### src/fnsf_pkg.sv
// shared constants, types and register codes for the four-neighbour soften filter
package fnsf_pkg;

    // line buffer and frame limits
    localparam int MAX_ROW_PIXELS = 1024;
    localparam int MAX_ROWS       = 4096;
    localparam int COL_W          = $clog2(MAX_ROW_PIXELS);
    localparam int ROW_W          = $clog2(MAX_ROWS);

    // configuration register widths
    localparam int WIDTH_W    = 11;
    localparam int HEIGHT_W   = 13;
    localparam int CHAN_W     = 3;
    localparam int CFG_IDX_W  = 2;
    localparam int CFG_DATA_W = 13;

    // effective width holds both the register range and the buffer depth
    localparam int EW_W = (WIDTH_W > COL_W + 1) ? WIDTH_W : COL_W + 1;

    // pixel layout
    localparam int LANES  = 4;
    localparam int BYTE_W = 8;
    localparam int PIX_W  = LANES * BYTE_W;

    // configuration register index codes
    typedef enum logic [CFG_IDX_W-1:0] {
        REG_IMAGE_WIDTH  = 2'd0,
        REG_IMAGE_HEIGHT = 2'd1,
        REG_CHANNELS     = 2'd2
    } t_reg_idx;

    // position of an accepted item within the frame
    typedef struct packed {
        logic             row_ge1;
        logic             avg_en;
        logic             last_row;
        logic             last_col;
        logic             same_col;
        logic [COL_W-1:0] col;
        logic [COL_W-1:0] next_col;
    } t_pos;

    // one result item
    typedef struct packed {
        logic [LANES-1:0][BYTE_W-1:0] chan;
        logic                         last;
    } t_result;

endpackage

### src/fnsf_outq.sv
// two-entry result queue, takes up to two results per cycle and sends one
module fnsf_outq (
    input  logic              i_clk,
    input  logic              i_rst_n,
    input  logic [1:0]        i_push_n,
    input  fnsf_pkg::t_result i_res_a,
    input  fnsf_pkg::t_result i_res_b,
    output logic [1:0]        o_free,
    output logic              o_valid,
    input  logic              i_ready,
    output fnsf_pkg::t_result o_res
);
    import fnsf_pkg::*;

    t_result    r_q0;
    t_result    r_q1;
    t_result    n_q0;
    t_result    n_q1;
    logic [1:0] r_cnt;
    logic [1:0] n_cnt;
    logic       pop;
    logic [1:0] after_pop;

    assign pop       = (r_cnt != 2'd0) && i_ready;
    assign after_pop = r_cnt - {1'b0, pop};
    assign o_free    = 2'd2 - after_pop;

    // shift on send, then fill behind what remains
    always_comb begin
        n_q0 = pop ? r_q1 : r_q0;
        n_q1 = r_q1;
        if (i_push_n != 2'd0) begin
            if (after_pop == 2'd0) begin
                n_q0 = i_res_a;
            end else begin
                n_q1 = i_res_a;
            end
        end
        if (i_push_n == 2'd2) begin
            n_q1 = i_res_b;
        end
        n_cnt = after_pop + i_push_n;
    end

    always_ff @(posedge i_clk) begin
        r_q0 <= n_q0;
        r_q1 <= n_q1;
    end

    always_ff @(posedge i_clk) begin
        if (!i_rst_n) begin
            r_cnt <= '0;
        end else begin
            r_cnt <= n_cnt;
        end
    end

    assign o_valid = (r_cnt != 2'd0);
    assign o_res   = r_q0;

endmodule
### config.mk
export PLATFORM = sky130hd
export DESIGN_NAME = fnsf_outq
export DESIGN_NICKNAME = d
export VERILOG_FILES = /design/src/fnsf_pkg.sv /design/src/fnsf_outq.sv
export SDC_FILE = /design/constraint.sdc
export NUM_CORES = 1
export LEC_CHECK = 0
export BUFFER_PORTS_ARGS = -buffer_cell sky130_fd_sc_hd__buf_2
export CAP_MARGIN = 30
export CORE_ASPECT_RATIO = 0.6
export CORE_UTILIZATION = 52
export CTS_BUF_LIST = sky130_fd_sc_hd__clkbuf_4
export DETAILED_ROUTE_END_ITERATION = 10
export PLACE_DENSITY = 0.82
export SETUP_SLACK_MARGIN = 0.05
export SKIP_LAST_GASP = 1
export SYNTH_ARGS = -nofsm -noshare
export SYNTH_HDL_FRONTEND = slang
export SYNTH_SLANG_ARGS = --single-unit
### constraint.sdc
create_clock -name i_clk -period 4.95 [get_ports i_clk]
set_input_delay 0.495 -clock i_clk [delete_from_list [all_inputs] [get_ports i_clk]]
set_output_delay 0.495 -clock i_clk [all_outputs]
set_load 0.01 [all_outputs]
# == After elaboration in Yosys (flattened, before gate mapping) ==
# Index checks and enable logic that the tools add are counted.
# W data, S select, Z words.
# totals
regBits,68
inputBits,71
# op_classes
n_eq_ne,2
reduce_logical,6
addsub,3
n_mux,6
# op_table
operator,count
$mux W33,6
$reduce_bool A2 Y1,3
$add A2 B2 Y2,1
$eq A2 B2 Y1 const B,1
$logic_not A2 Y1,1
$ne A2 B1 Y1 const B,1
$reduce_and A2 Y1,1
$sub A2 B1 Y2,1
$sub A2 B2 Y2 const A,1
$logic_and A1 B1 Y1,1

# == Logic depth before layout (Yosys ltp) ==
# depth
ltp_word,7
mapped_depth,10
depth_no_buf,8

# == Worst setup path before layout ==
# OpenSTA, ideal clock, no wires.
# synth_path
path_type,input to register
start,input port i_ready
end,"register r_q1[0] in the netlist's numbering, enable pin"
stages,9
setup_ns,0.434
t_arrival_ns,3.270
path_slack_ns,1.245
cell_sequence,o21ai_2 -> inv_2 -> buf_2 -> ha_1 -> nand2b_4 -> buf_6 -> buf_2 -> inv_1 -> a21oi_1
# synth_via
elab_chain_len,5
# synth_lines
element,line,text
"start, declared",fnsf_outq.sv:10,"input logic i_ready,"
$logic_and A1 B1 Y1,fnsf_outq.sv:24,assign pop = (r_cnt != 2'd0) && i_ready;
$sub A2 B1 Y2,fnsf_outq.sv:25,"assign after_pop = r_cnt - {1'b0, pop};"
$logic_not A2 Y1,fnsf_outq.sv:33,if (after_pop == 2'd0) begin
$ne A2 B1 Y1 (no source line),--,
$reduce_and A2 Y1 (no source line),--,
"end signal, assigned",fnsf_outq.sv:47,r_q1 <= n_q1;
"end, declared",fnsf_outq.sv:16,t_result r_q1;
# No other way between the ends.
# A chain may end at the register's enable or synchronous reset.

==> Flow_metrics.wiki <==
{| class="wikitable"
! Metric !! Value
|-
| Clock tree from TritonCTS || yes
|-
| Final count of hold timing violations || 0
|-
| Register clock-pin slew on the reported worst setup and hold paths || 0.11 ns
|-
| Die height || around 62 um
|-
| Post-route cell area || 3800 um2
|-
| Crit path arrival time || 3.45 ns
|-
| Layout cells sized above 1 || 50.7%
|-
| Yosys cell types || 23
|-
| Total number of H-tree levels || 3
|-
| Post-detailed-placement half-perimeter wirelength || between 4000 and 5000 um
|-
| Pre-antenna DRT Iters || 4
|-
| CTS resizes || 0
|-
| Power per standard cell area || around 600 nW/um2
|-
| Synth Cell Area || 3130 um2
|-
| Count of pins on the block boundary || 107
|-
| Vias || 2,414
|-
| Status || finished clean
|-
| Transition at the pin with the smallest max-transition slack || 0.952 ns
|-
| Number of placed instances, taps included || 440
|-
| Total internal power || 1.36 mW
|-
| Aggregate routed wire length || around 7000 um
|-
| Min-Delay Path Depth || 2
|-
| Clock power share || 12.5%
|-
| Worst-Skew Late Latency || ~0.41 ns
|-
| Final layout net count || 445
|-
| Final setup TNS || 0 ns
|-
| Portion of synthesized cell area occupied by the leading cell type || 31.6%
|-
| DRC violations left || 0
|-
| Count of pins over their slew limit || 0
|-
| Crit start category || flop
|-
| Grt ovf || 0
|-
| Power Total || approximately 2.3 mW
|-
| Max Freq || 311 MHz
|-
| Number of nets in the synthesized netlist || 346
|-
| Crit. End Element || flop
|-
| # hold bufs at CTS || 0
|-
| I/O Buffers || 106
|-
| Deepest clock path buffer count || 2
|-
| Post-CTS setup repair buffer count || 0
|-
| Initial cell density of the core || a little over half
|-
| Chain of cells forming the critical path || o21ai_2 > buf_4 > inv_2 > ha_1 > nand2b_4 > or2_2 > a31oi_2
|-
| Number of buffers created by CTS || 9
|-
| Maximum number of pins on one net before global-route repair || 36
|-
| Antenna diode count || 0
|-
| Final number of setup-violating endpoints || 0
|-
| Share of total power in combinational logic || 46.1%
|-
| Peak fanout along the critical path || 35
|-
| Global-route wire length before repair || roughly 12,000 um
|-
| Per-cell via count in the routed design || 5.28
|-
| Core region area || 5700 um2
|-
| Part of the Yosys area used for sequential elements || 54.0%
|-
| Average wire length per cell after detail routing || 15.3 um
|-
| RSZ-0062 raised after global routing || false
|-
| Flop and latch count out of synthesis || 68
|-
| Initial drt markers || 148
|-
| Headroom to the max-slew limit || 36.4%
|-
| Floorplan die width || between 100 and 150 um
|-
| Biggest area contributors in the synthesized netlist || edfxtp_1, dfxtp_1, a31oi_2
|-
| Number of placement rows || 21
|-
| Count of mapped cells out of synthesis || between 200 and 300
|-
| Delay of the slowest cell on the worst path || 0.82 ns
|-
| Max-capacitance violation count || 0
|-
| Critical path start-end classification || reg -> reg
|-
| Layout Cells excl Fill || 457
|-
| Sinks on the clock net || 68
|-
| Cell with the largest stage delay on the worst path || or2_2
|-
| Number of warnings printed during yosys synthesis || 0
|-
| Number of cells traversed by the worst register-to-register path || 7
|-
| Fin util || around 67%
|-
| Data required time at the worst endpoint || 5.19 ns
|-
| Leading area contributor after synthesis || edfxtp_1
|-
| Antenna violations before repair || 0
|-
| Switch Pwr || 899 uW
|-
| Relative area change from synthesis to final layout || 21.3%
|-
| Setup clock skew after layout || between 0.015 and 0.02 ns
|-
| Path class of the lowest-slack min-delay path || in -> reg
|-
| Max IR drop VDD || 252 uV
|-
| Synthesized area divided by synthesized cell count || 11.5 um2
|-
| Leakage || 1.57 nW
|-
| Library cell used as clock root buffer || clkbuf_4
|-
| Area of the die || 6350 um2
|-
| Placed inst area || 3680 um2
|-
| Final critical-path required period || 3.22 ns
|-
| Antenna Nets Post-Route || 0
|-
| Number of global-route vias before repair || 2,365
|-
| Switching Share || 39.7%
|-
| Sequential power share || 41.4%
|-
| Final period util || 65.0%
|-
| Routability Congestion || 0.775
|-
| Overall fraction of global-route tracks in use || 24.3%
|}
[metal layers]
layer	track usage [%]	wire length, um	vias up
met5	0	0	-
met4	7.32	82	0
met3	9.12	482	10
met2	35.2	3210	92
met1	33.8	3200	1123
li1	-	-	1189
[final cells by class]
| cell class | count | area [um2] |
|---|---|---|
| Clock buffer | 11 | 82.6 |
| Multi-Input combinational cell | 180 | 1330 |
| Fill cell | 437 | 1900 |
| Timing Repair Buffer | 109 | 566 |
| Inverter | 4 | 15.0 |
| Sequential cell | 68 | 1690 |
| Clock inverter | 5 | 18.8 |
| Tap cell | 80 | 100 |
[synthesized netlist by cell type]
library cell / instances
buf_2: 7
mux2_2: 33
clkbuf_1: 9
a31oi_2: 30
nand2b_4: 1
or2_2: 1
or2_1: 1
xor2_1: 1
nor2b_1: 1
and2_1: 2
nor3_1: 33
nor2_1: 1
inv_1: 3
buf_6: 5
inv_2: 1
xnor2_1: 3
dfxtp_1: 35
nand2_1: 66
a31oi_1: 3
a21oi_1: 1
ha_1: 2
edfxtp_1: 33
o21ai_2: 1
[sequential cells by signal (all words and copies together) (netlist names)]
| register | count |
|---|---|
| r_q1 | 33 |
| o_res | 33 |
| r_cnt | 2 |
[critical path, delay by kind of cell, from the launching register on]
| family | cells | cell delay [ns] |
|---|---|---|
| simple gates | 2 | 1.16 |
| buf+inv | 2 | 0.70 |
| fa+ha+maj | 1 | 0.45 |
| flops | 1 | 0.37 |
| compound gates | 2 | 0.35 |
[cell usage in the layout (no fill, tap or decap)]
master and n:
a21oi_4 1, a31oi_1 3, a31oi_2 30, and2_1 2, buf_12 1, buf_2 106
buf_4 2, clkbuf_4 11, clkinv_1 5, dfxtp_1 35, edfxtp_1 33, ha_1 2
inv_1 3, inv_2 1, mux2_2 33, nand2_1 66, nand2b_4 1, nor2_4 1
nor2b_4 1, nor3_1 33, o21ai_2 1, or2_2 2, xnor2_1 3, xor2_1 1
[power by group through the flow]
stage / clock, mW / sequential (mW) / combinational, mW
finish: 0.282 / 0.937 / 1.04
global route: 0.317 / 0.959 / 1.14
CTS: 0.291 / 0.939 / 1.04
detailed placement: 0 / 0.951 / 1.03
global placement: 0 / 0.950 / 0.991
floorplan: 0 / 1.00 / 0.699
[cell families (layout without fill, tap and decap cells)]
family                   after synthesis  after routing  synth area share [%]
AO/OA/AOI/OAI                         35             35                  13.0
multiplexers                          33             33                  11.9
adder cells (fa/ha/maj)                2              2                 0.799
AND/OR/NAND/NOR                      106            106                  14.7
flip-flops                            68             68                  54.0
buffers and inverters                 25            129                  4.47
XOR/XNOR                               4              4                  1.12
[worst paths after layout]
check                                from         to  slack (ns)
worst min-delay path              i_rst_n   r_cnt[0]        0.31
worst min register to register  o_res[31]  o_res[31]        0.48
worst max-delay path             r_cnt[1]   o_res[8]        1.73
worst max register to register   r_cnt[1]   o_res[8]        1.73
[stage by stage]
stage,hold slack [ns],setup WS (ns)
after global placement,0.469,1.50
final,0.310,1.73
after CTS,0.279,1.53
after floorplan,0.490,1.25
after detailed placement,0.459,1.38
after global routing,0.267,1.50
No activity file was read; power rests on OpenSTA's default activity.
