**src/fnsf_pkg.sv**
```systemverilog
// shared constants, types and register codes for the four-neighbour soften filter
package fnsf_pkg;

    // line buffer and frame limits
    localparam int MAX_ROW_PIXELS = 1024;
    localparam int MAX_ROWS       = 4096;
    localparam int COL_W          = $clog2(MAX_ROW_PIXELS);
    localparam int ROW_W          = $clog2(MAX_ROWS);

    // configuration register widths
    localparam int WIDTH_W    = 11;
    localparam int HEIGHT_W   = 13;
    localparam int CHAN_W     = 3;
    localparam int CFG_IDX_W  = 2;
    localparam int CFG_DATA_W = 13;

    // effective width holds both the register range and the buffer depth
    localparam int EW_W = (WIDTH_W > COL_W + 1) ? WIDTH_W : COL_W + 1;

    // pixel layout
    localparam int LANES  = 4;
    localparam int BYTE_W = 8;
    localparam int PIX_W  = LANES * BYTE_W;

    // configuration register index codes
    typedef enum logic [CFG_IDX_W-1:0] {
        REG_IMAGE_WIDTH  = 2'd0,
        REG_IMAGE_HEIGHT = 2'd1,
        REG_CHANNELS     = 2'd2
    } t_reg_idx;

    // position of an accepted item within the frame
    typedef struct packed {
        logic             row_ge1;
        logic             avg_en;
        logic             last_row;
        logic             last_col;
        logic             same_col;
        logic [COL_W-1:0] col;
        logic [COL_W-1:0] next_col;
    } t_pos;

    // one result item
    typedef struct packed {
        logic [LANES-1:0][BYTE_W-1:0] chan;
        logic                         last;
    } t_result;

endpackage

```
**src/fnsf_scan.sv**
```systemverilog
// configuration registers and raster row/column tracking
module fnsf_scan (
    input  logic                          i_clk,
    input  logic                          i_rst_n,
    input  logic                          i_cfg_we,
    input  logic [fnsf_pkg::CFG_IDX_W-1:0]  i_cfg_index,
    input  logic [fnsf_pkg::CFG_DATA_W-1:0] i_cfg_data,
    input  logic                          i_accept,
    output fnsf_pkg::t_pos                o_pos,
    output logic [fnsf_pkg::LANES-1:0]    o_lane_en
);
    import fnsf_pkg::*;

    logic [WIDTH_W-1:0]  r_width;
    logic [HEIGHT_W-1:0] r_height;
    logic [CHAN_W-1:0]   r_chan;
    logic [COL_W-1:0]    r_col;
    logic [ROW_W-1:0]    r_row;
    logic [COL_W-1:0]    n_col;
    logic [ROW_W-1:0]    n_row;

    logic [EW_W-1:0]     eff_w;
    logic [HEIGHT_W-1:0] eff_h;
    logic                last_col;
    logic                last_row;

    // configuration writes, unknown indexes ignored
    always_ff @(posedge i_clk) begin
        if (!i_rst_n) begin
            r_width  <= WIDTH_W'(1);
            r_height <= HEIGHT_W'(1);
            r_chan   <= CHAN_W'(LANES);
        end else if (i_cfg_we) begin
            unique case (t_reg_idx'(i_cfg_index))
                REG_IMAGE_WIDTH:  r_width  <= i_cfg_data[WIDTH_W-1:0];
                REG_IMAGE_HEIGHT: r_height <= i_cfg_data[HEIGHT_W-1:0];
                REG_CHANNELS:     r_chan   <= i_cfg_data[CHAN_W-1:0];
                default:          r_width  <= r_width;
            endcase
        end
    end

    // effective frame size, zero taken as one and saturated to the limits
    always_comb begin
        eff_w = EW_W'(r_width);
        if (eff_w == '0) begin
            eff_w = EW_W'(1);
        end else if (eff_w > EW_W'(MAX_ROW_PIXELS)) begin
            eff_w = EW_W'(MAX_ROW_PIXELS);
        end
        eff_h = r_height;
        if (eff_h == '0) begin
            eff_h = HEIGHT_W'(1);
        end else if (eff_h > HEIGHT_W'(MAX_ROWS)) begin
            eff_h = HEIGHT_W'(MAX_ROWS);
        end
    end

    // position flags of the item at the input
    assign last_col = (EW_W'(r_col) + EW_W'(1)) >= eff_w;
    assign last_row = (HEIGHT_W'(r_row) + HEIGHT_W'(1)) >= eff_h;

    always_comb begin
        n_col = last_col ? '0 : r_col + COL_W'(1);
        n_row = r_row;
        if (last_col) begin
            n_row = last_row ? '0 : r_row + ROW_W'(1);
        end
    end

    assign o_pos.row_ge1  = (r_row != '0);
    assign o_pos.avg_en   = (r_row > ROW_W'(1)) && (r_col != '0) &&
                            ((EW_W+1)'(r_col) + (EW_W+1)'(2) <= (EW_W+1)'(eff_w));
    assign o_pos.last_row = last_row;
    assign o_pos.last_col = last_col;
    assign o_pos.same_col = (n_col == r_col);
    assign o_pos.col      = r_col;
    assign o_pos.next_col = n_col;

    // counters advance per accepted item
    always_ff @(posedge i_clk) begin
        if (!i_rst_n) begin
            r_col <= '0;
            r_row <= '0;
        end else if (i_accept) begin
            r_col <= n_col;
            r_row <= n_row;
        end
    end

    // lanes below the channel count are live
    always_comb begin
        for (int i = 0; i < LANES; i++) begin
            o_lane_en[i] = (CHAN_W'(i) < r_chan);
        end
    end

endmodule

```
**config.mk**
```make
export PLATFORM = sky130hd
export DESIGN_NAME = fnsf_scan
export DESIGN_NICKNAME = d
export VERILOG_FILES = /design/src/fnsf_pkg.sv /design/src/fnsf_scan.sv
export SDC_FILE = /design/constraint.sdc
export NUM_CORES = 1
export LEC_CHECK = 0
export ABC_AREA = 1
export CORE_UTILIZATION = 40
export CTS_BUF_LIST = sky130_fd_sc_hd__clkbuf_4 sky130_fd_sc_hd__clkbuf_8
export CTS_CLUSTER_SIZE = 25
export DETAILED_ROUTE_END_ITERATION = 6
export DONT_BUFFER_PORTS = 1
export PLACE_DENSITY = 0.52
export SLEW_MARGIN = 40
export SYNTH_ARGS = -nofsm -noshare
export SYNTH_HDL_FRONTEND = slang
export SYNTH_SLANG_ARGS = --single-unit
export TNS_END_PERCENT = 1
```
**constraint.sdc**
```tcl
create_clock -name i_clk -period 3.66 [get_ports i_clk]
set_input_delay 0.732 -clock i_clk [delete_from_list [all_inputs] [get_ports i_clk]]
set_output_delay 0.732 -clock i_clk [all_outputs]
set_load 0.1 [all_outputs]
```
### Yosys cells after proc, flatten, opt, wreduce, memory -nomap -nowiden

Cells that the tools add are included.

* register bits after elaboration: 49
* input bits: 19
* output and inout port bits: 29
* word-level logic and storage cells: 40

* add/subtract/negate cells: 5
* magnitude comparators: 10
* equality and inequality tests: 3
* muxes and demuxes: 6
* reduce and logical (&&, ||, !) cells: 11

Operator list (count)
* $mux W13: 2
* $mux W11: 2
* $add A12 B1 Y13 const B: 1
* $ge A13 B13 Y1: 1
* $gt A13 B13 Y1 const B: 1
* $logic_not A13 Y1: 1
* $add A12 B1 Y12 const B: 1
* $gt A12 B1 Y1 const B: 1
* $mux W12: 1
* $reduce_bool A12 Y1: 1
* $add A10 B1 Y11 const B: 1
* $add A10 B2 Y11 const B: 1
* $ge A11 B11 Y1: 1
* $gt A11 B11 Y1 const B: 1
* $le A11 B11 Y1: 1
* $logic_not A11 Y1: 1
* $add A10 B1 Y10 const B: 1
* $eq A10 B10 Y1: 1
* $mux W10: 1
* $reduce_bool A10 Y1: 1
* $reduce_and A2 Y1: 4
* $lt A1 B3 Y1 const A: 2
* $lt A2 B3 Y1 const A: 2
* $eq A2 B1 Y1 const B: 1
* 3 further kinds: 4

### Depth between registers and ports, before layout

Gate-level depths: netlist (run 1).

* word-level depth: 6
* depth in mapped cells: 20
* depth with buffers taken out: 19

### Least setup slack after synthesis (run 1)

Ideal clock, no wire load.

* path type: flip-flop to output port
* start: reg r_col[2]
* end: out o_pos[20] (netlist bit)
* arrival time: 4188 ps
* data required time: 2928 ps
* slack: -1260 ps
* stages on the path, launching flop included: 16
* buffers on the path: 1
* cell sequence: dfxtp_1 ha_1 nand2_1 nor2_2 nand3_1 xor2_1 ha_1 nand2_2 nor2_1 nand2_1 nor2_1 nor2_1 nand2_2 inv_1 buf_6 nor2_1

RTL lines
* from (decl): RTL line fnsf_scan.sv:17 `logic [COL_W-1:0] r_col;`
* from (signal assigned): RTL line fnsf_scan.sv:86 `r_col <= n_col;`
* to (decl): RTL line fnsf_scan.sv:9 `output fnsf_pkg::t_pos o_pos,`

==> impl_metrics.csv, run 1 <==
group,metric,value,unit
outcome,run_status,"complete, but fails checks",
outcome,violations,"DRC, setup timing",
worst_setup_path,critPathMaxStageDelay,320,ps
routing,vias,3551,
worst_setup_path,crit_top_cell,"nand2_2",
final_layout,layout_commonest_cell,"nand2_1",
logic_synthesis,synth_fp_nets,642,
worst_setup_path,crit_path_end_kind,"primary output",
grt,overflow,0,
routing,firstDrtPassIters,6,
clock_network,htree_levels,2,
final_layout,syn2layout_area_growth,23.4,%
grt,grt_pass1_vias,3336,
worst_setup_path,worstPathCellList,"or2_1, nor4_4, nand3_2, nand2_4, nand2_2, ha_4, nand2_4, nor2_4, nand2_1, nor2_1, nor2_1, nand2_2, clkinvlp_4, nand2_2, clkinvlp_4, buf_12",
routing,drc,4,
timing,worst_slew_pin_slew,817,ps
timing,fin_tns_setup,-870,ps
final_layout,multi_input_area,2490,um2
worst_setup_path,cp_max_fo,5,
logic_synthesis,synthSimpleGateAreaFrac,34.5,%
final_layout,drive_gt1_share,19.5,%
worst_setup_path,worstPathArrival,3050,ps
clock_network,clockRootBuffer,"clkbuf_8",
worst_setup_path,path_class,"flop to primary output",
clock_network,cts_buffer_depth,2,
logic_synthesis,synth_top_family_by_area,"simple AND/OR/NAND/NOR gates",
flow_run,cap_violations,0,
floorplanning,ios,48,
logic_synthesis,synth.distinct_cells,26,
worst_setup_path,cpLargestDelayFamily,"simple AND/OR/NAND/NOR gates",
final_layout,antenna_cells,0,
clock_network,cts_hold_repair.buffers,0,
final_layout,num-fill-cells,918,
timing,post-route-min-period,3780,ps
timing,setup_viol,12,
timing,whs,473,ps
timing,period_share,103,%
final_layout,nets,674,
timing,fmax,0.265,GHz
placed_design,finalWeightedCongestion,0.902,
clock_network,clock-sinks,49,
worst_setup_path,crit_path_start_kind,"flop",
timing,rsz0062_at_grt,"yes",
worst_setup_path,critPathSlowestCell,"dfxtp_1",
placed_design,io_buffer_count,0,
logic_synthesis,muxShareOfSynthArea,0,%
worst_setup_path,required,2930,ps
floorplanning,fp.dieW,98.0,um
routing,vias_per_cell,4.91,
floorplanning,rows,34,
floorplanning,die_h,98.0,um
logic_synthesis,postSynthAreaPerCell,6.33,um2
grt,grt_max_degree,50,
grt,antenna_found_initial,0,
clock_network,clk_pin_slew,90,ps
logic_synthesis,synthAdderAreaFrac,13.9,%
worst_setup_path,path_buf_inv,3,
timing,final_hold_viol_count,0,
final_layout,regArea,1000,um2
logic_synthesis,synth-compound-area-share,9.71,%
routing,wl_per_cell,13.3,um
logic_synthesis,synth_xor_xnor_area_share,4.01,%
clock_network,clock_latency,310,ps
routing,wirelength,9640,um
grt,grt_util_all_layers,20.5,%
logic_synthesis,synth_area,3680,um2
floorplanning,fp.dieArea,9600,um2
timing,slew_headroom,45.5,%
logic_synthesis,ys_ff_latch,49,
timing,postLayoutSetupSlackWorst,-120,ps
pwr,leakage,2.20,nW
pwr,ir_drop,0.223,mV
floorplanning,coreArea,8810,um2
timing,slew_violations,0,
logic_synthesis,netlist_instances,582,
clock_network,cts_tree,"yes",
routing,ant_nets,0,
placed_design,dp_hpwl,7240,um
timing,fin_skew,13.2,ps
pwr,powerDensity,475,nW/um2
floorplanning,initial_core_util,41.8,%
final_layout,mostFrequentLayoutCells,"nand2_1 (121), nor2_1 (107), inv_1 (69)",
min_path,hold_class,"flop to flop",
logic_synthesis,ys_warn_count,0,
logic_synthesis,synth_seq_area_share,26.6,%
routing,drt_iter0_drc,171,
clock_network,cts_buffers,5,
grt,grt_pass1_wl,15800,um
per-layer routing:
| layer | up-vias | part of all wire, % | global-route usage, % |
|---|---|---|---|
| met1 | 1578 | 50 | 28.7 |
| met4 | 0 | 0.88 | 4.66 |
| met2 | 67 | 44 | 33.0 |
| met3 | 7 | 5.0 | 3.36 |
| met5 | - | 0 | 0 |
| li1 | 1899 | - | - |
tightest hold or removal path, delay by kind of cell, from the launching register on:
| family | cells | cell delay [ps] |
|---|---|---|
| buffers and inverters | 1 | 60 |
| flip-flops | 1 | 320 |
| AO/OA/AOI/OAI | 1 | 60 |
synth_stat cells, drive strengths merged:
cell type | n | area (um2)
a21boi | 1 | 7.51
a21oi | 27 | 135
buf | 11 | 80.1
clkbuf | 8 | 30.0
dfxtp | 49 | 981
ha | 41 | 513
inv | 81 | 304
nand2 | 143 | 554
nand3 | 22 | 110
nand4 | 10 | 62.6
nor2 | 113 | 429
nor3 | 12 | 76.3
nor4 | 5 | 31.3
o211ai | 2 | 15.0
o21ai | 40 | 200
or2 | 1 | 6.26
xnor2 | 1 | 8.76
xor2 | 15 | 139
report_power, final:
| group | internal, W | switching [W] | total, W |
|---|---|---|---|
| logic | 0.000358 | 0.000827 | 0.00119 |
| registers | 0.000583 | 0.0000482 | 0.000631 |
| clock network | 0.000144 | 0.000199 | 0.000343 |
| total | 0.00109 | 0.00107 | 0.00216 |
kinds of logic after synthesis:
group	after synthesis
AND/OR/NAND/NOR	306
buffers and inverters	100
AO/OA/AOI/OAI	70
flip-flops	49
adder cells (fa/ha/maj)	41
XOR/XNOR	16
per-stage QoR:
step	instance area, um2	worst slack (ps)	total power [W]	cells	utilization [%]
floorplan	3740	-117	0.00153	582	-
global placement	4150	76.4	0.00174	702	47.2
detailed placement	4160	-20.1	0.00175	702	47.2
CTS	4470	-63.8	0.00214	722	50.7
global route	4550	-310	0.00231	723	51.6
finish	4550	-120	0.00216	723	51.6
repair_timing:
action / 4_1_cts / 5_1_grt
gates resized for setup: 32 / 21
setup buffers: 10 / 1
setup endpoints to repair: 11 / 14
pin swaps: 20 / 8
gates cloned: 2 / 0
state kept, by name, indices dropped and copies added, names as in the netlist:
signal and flops:
r_row 12, r_col 10, r_height 13, r_width 11
r_chan 3
area by class of cell:
| type | count | share of cell area, % |
|---|---|---|
| multi-input combinational | 434 | 54.8 |
| sequential | 49 | 22.1 |
| timing repair buffer | 42 | 10.4 |
| inverter | 81 | 7.59 |
| tap | 108 | 2.97 |
| clock buffer | 6 | 1.68 |
| clock inverter | 2 | 0.303 |
| timing repair inverter | 1 | 0.165 |
worst paths after layout:
kind	start	end	slack, ps	cells after the start
setup / recovery	r_width[0]$_SDFFE_PN1P_	o_pos[3]	-120	16
hold / removal	r_chan[0]$_SDFFE_PN0P_	r_chan[0]$_SDFFE_PN0P_	470	2
setup reg to reg	r_width[0]$_SDFFE_PN1P_	r_row[4]$_SDFFE_PN0P_	700	16
hold reg to reg	r_chan[0]$_SDFFE_PN0P_	r_chan[0]$_SDFFE_PN0P_	470	2
Note: power is estimated with default switching activity, not from simulation.
==> run 2: changes to the inputs <==
--- a/config.mk
+++ b/config.mk
@@ -6,12 +6,14 @@
 export NUM_CORES = 1
 export LEC_CHECK = 0
 export ABC_AREA = 1
+export CELL_PAD_IN_SITES_DETAIL_PLACEMENT = 1
+export CELL_PAD_IN_SITES_GLOBAL_PLACEMENT = 1
 export CORE_UTILIZATION = 40
 export CTS_BUF_LIST = sky130_fd_sc_hd__clkbuf_4 sky130_fd_sc_hd__clkbuf_8
 export CTS_CLUSTER_SIZE = 25
 export DETAILED_ROUTE_END_ITERATION = 6
 export DONT_BUFFER_PORTS = 1
-export PLACE_DENSITY = 0.52
+export PLACE_DENSITY = 0.71
 export SLEW_MARGIN = 40
 export SYNTH_ARGS = -nofsm -noshare
 export SYNTH_HDL_FRONTEND = slang
==> run 2 against run 1 <==
The run still ends with DRC, setup timing left; flip-flop and latch count unchanged; global-route usage increased by 3.3 points; via count increased by 3.2%; total power increased by 0.92%; sequential power about the same; clock power decreased by 1%; non-clock buffer count decreased by 5; count of clock-buffer cells in the layout unchanged; clock skew increased by 0.50 ps; final cell count decreased by 0.69%; worst hold slack improved by 18 ps; die area unchanged; critical endpoint is now o_pos[20].
==> impl_metrics.csv, run 2 (synthesis results as in run 1) <==
group,metric,value,unit
outcome,run_status,"complete, but fails checks",
outcome,violations,"DRC, setup timing",
final_layout,top_regs,"r_height (13), r_row (12), r_width (11)",
placed_design,place_inst,703,
routing,vias,3664,
floorplanning,coreArea,8810,um2
grt,antenna_found_initial,0,
worst_setup_path,critPathSlowestCell,"dfxtp_1",
clock_network,clock_latency,300,ps
floorplanning,fp.dieW,98.0,um
floorplanning,fp.dieArea,9600,um2
pwr,clock_power_share,15.6,%
pwr,ir_drop,0.219,mV
clock_network,cts_buffers,5,
floorplanning,rows,34,
final_layout,syn2layout_area_growth,21.2,%
worst_setup_path,path_class,"flop to primary output",
worst_setup_path,reg2reg_depth,18,
worst_setup_path,critPathMaxStageDelay,340,ps
final_layout,drive_gt1_share,17.9,%
min_path,hold_class,"flop to flop",
worst_setup_path,crit_top_cell,"nand2_2",
min_path,whs_path_depth,2,
pwr,powerDensity,488,nW/um2
grt,grt_pass1_wl,18400,um
timing,setup_viol,11,
timing,period_share,105,%
final_layout,largest_register_ffs,13,
flow_run,cap_violations,0,
worst_setup_path,cp_max_fo,6,
routing,wirelength,10900,um
final_layout,nets,669,
timing,fin_tns_setup,-1390,ps
worst_setup_path,required,2930,ps
routing,drc,4,
final_layout,antenna_cells,0,
routing,ant_nets,0,
timing,final_hold_viol_count,0,
timing,slew_violations,0,
pwr,combPwrFrac,55.5,%
pwr,swShare,49.9,%
grt,grt_util_all_layers,23.8,%
clock_network,htree_levels,2,
grt,grt_pass1_vias,3800,
routing,firstDrtPassIters,6,
timing,post-route-min-period,3820,ps
timing,fmax,0.261,GHz
placed_design,io_buffer_count,0,
grt,overflow,0,
routing,drt_iter0_drc,84,
floorplanning,initial_core_util,41.8,%
clock_network,clock-sinks,49,
final_layout,mostFrequentLayoutCells,"nand2_1 (125), nor2_1 (105), inv_1 (70)",
worst_setup_path,worstPathArrival,3090,ps
final_layout,final_cells,718,
worst_setup_path,crit_path_start_kind,"flop",
pwr,power_switching,0.00109,W
floorplanning,die_h,98.0,um
timing,fin_skew,13.7,ps
routing,wl_per_cell,15.2,um
worst_setup_path,worstPathCellList,"nor2_1, nand2_1, nor4_2, nand3_1, nand2_2, nand2_2, ha_1, nand2_2, nor2_2, nand2_1, nor2_1, nor2_1, nand2_2, clkinvlp_4, buf_6, nor2_4, buf_12",
placed_design,dp_hpwl,8490,um
pwr,internal_power,0.00109,W
pwr,pwr-share-seq,28.9,%
timing,rsz0062_at_grt,"yes",
clock_network,clk_pin_slew,100,ps
timing,postLayoutSetupSlackWorst,-165,ps
pwr,p_total,0.00218,W
clock_network,clockRootBuffer,"clkbuf_8",
pwr,leakage,2.17,nW
worst_setup_path,crit_path_end_kind,"primary output",
clock_network,cts_buffer_depth,2,
timing,worst_slew_pin_slew,817,ps
placed_design,finalWeightedCongestion,0.849,
clock_network,cts_tree,"yes",
grt,grt_max_degree,50,
final_layout,top_register,"r_height",
final_layout,layout_commonest_cell,"nand2_1",
final_layout,post-route-util,50.7,%
floorplanning,ios,48,
routing,vias_per_cell,5.10,
timing,slew_headroom,45.5,%
-- run 2: changes by cell type in the layout (fill, tap and decap cells not counted), moves of 4 or more --
cell and delta:
nand2_4 -5, nor2_2 +4, buf_4 -8, nand2_1 +4
-- run 2: path summary, 6_finish.rpt --
kind / from / to / slack, ps
worst min-delay path: r_chan[0]$_SDFFE_PN0P_ / r_chan[0]$_SDFFE_PN0P_ / 490
worst max register to register: r_col[1]$_SDFFE_PN0P_ / r_row[4]$_SDFFE_PN0P_ / 670
worst min register to register: r_chan[0]$_SDFFE_PN0P_ / r_chan[0]$_SDFFE_PN0P_ / 490
worst max-delay path: r_width[5]$_SDFFE_PN0P_ / o_pos[20] / -160
-- run 2: worst max-delay path: cells and delay by family, from the launching register on --
family / cells / cell delay [ps]
AND/OR/NAND/NOR: 13 / 1520
flip-flops: 1 / 340
buffers and inverters: 3 / 620
adder cells (fa/ha/maj): 1 / 290
-- run 2: repair_timing --
action | CTS | global route
buffers inserted | 5 | 0
resized for setup | 32 | 9
gates cloned | 2 | 0
pin swaps | 9 | 2
hold buffers | 0 | 0
endpoints found under the setup margin | 11 | 14
-- run 2: final cells by class --
cell class                      count  area [um2]
Timing Repair Buffer               37         450
Fill cell                        1158        4340
Sequential cell                    49        1000
Tap cell                          108         135
Clock buffer                        6        76.3
Clock inverter                      2        13.8
Multi-Input combinational cell    434        2440
Timing Repair inverter              1        7.51
Inverter                           81         345
-- run 2: power groups by stage --
| stage | registers [W] | clock network, W | logic, W |
|---|---|---|---|
| 5_1_grt | 0.000638 | 0.000373 | 0.00131 |
| 3_5_place_dp | 0.000644 | 0 | 0.00114 |
| 3_3_place_gp | 0.000641 | 0 | 0.00110 |
| 2_1_floorplan | 0.000691 | 0 | 0.000835 |
| 6_report | 0.000631 | 0.000339 | 0.00121 |
| 4_1_cts | 0.000630 | 0.000357 | 0.00119 |
-- run 2: metrics by stage --
stage               worst slack [ps]  instance area [um2]  hold WS (ps)
floorplan                       -117                 3740           444
finish                          -165                 4470           491
detailed placement             -21.9                 4160           481
global route                    -410                 4470           493
global placement                99.3                 4160           454
CTS                             -160                 4430           498
-- run 2: routing by layer --
| layer | track usage [%] | vias up | wire length, um |
|---|---|---|---|
| met1 | 30.7 | 1706 | 5190 |
| met3 | 4.94 | 2 | 556 |
| met4 | 3.15 | 0 | 36 |
| li1 | - | 1891 | - |
| met2 | 41.7 | 65 | 5160 |
| met5 | 0 | - | 0 |
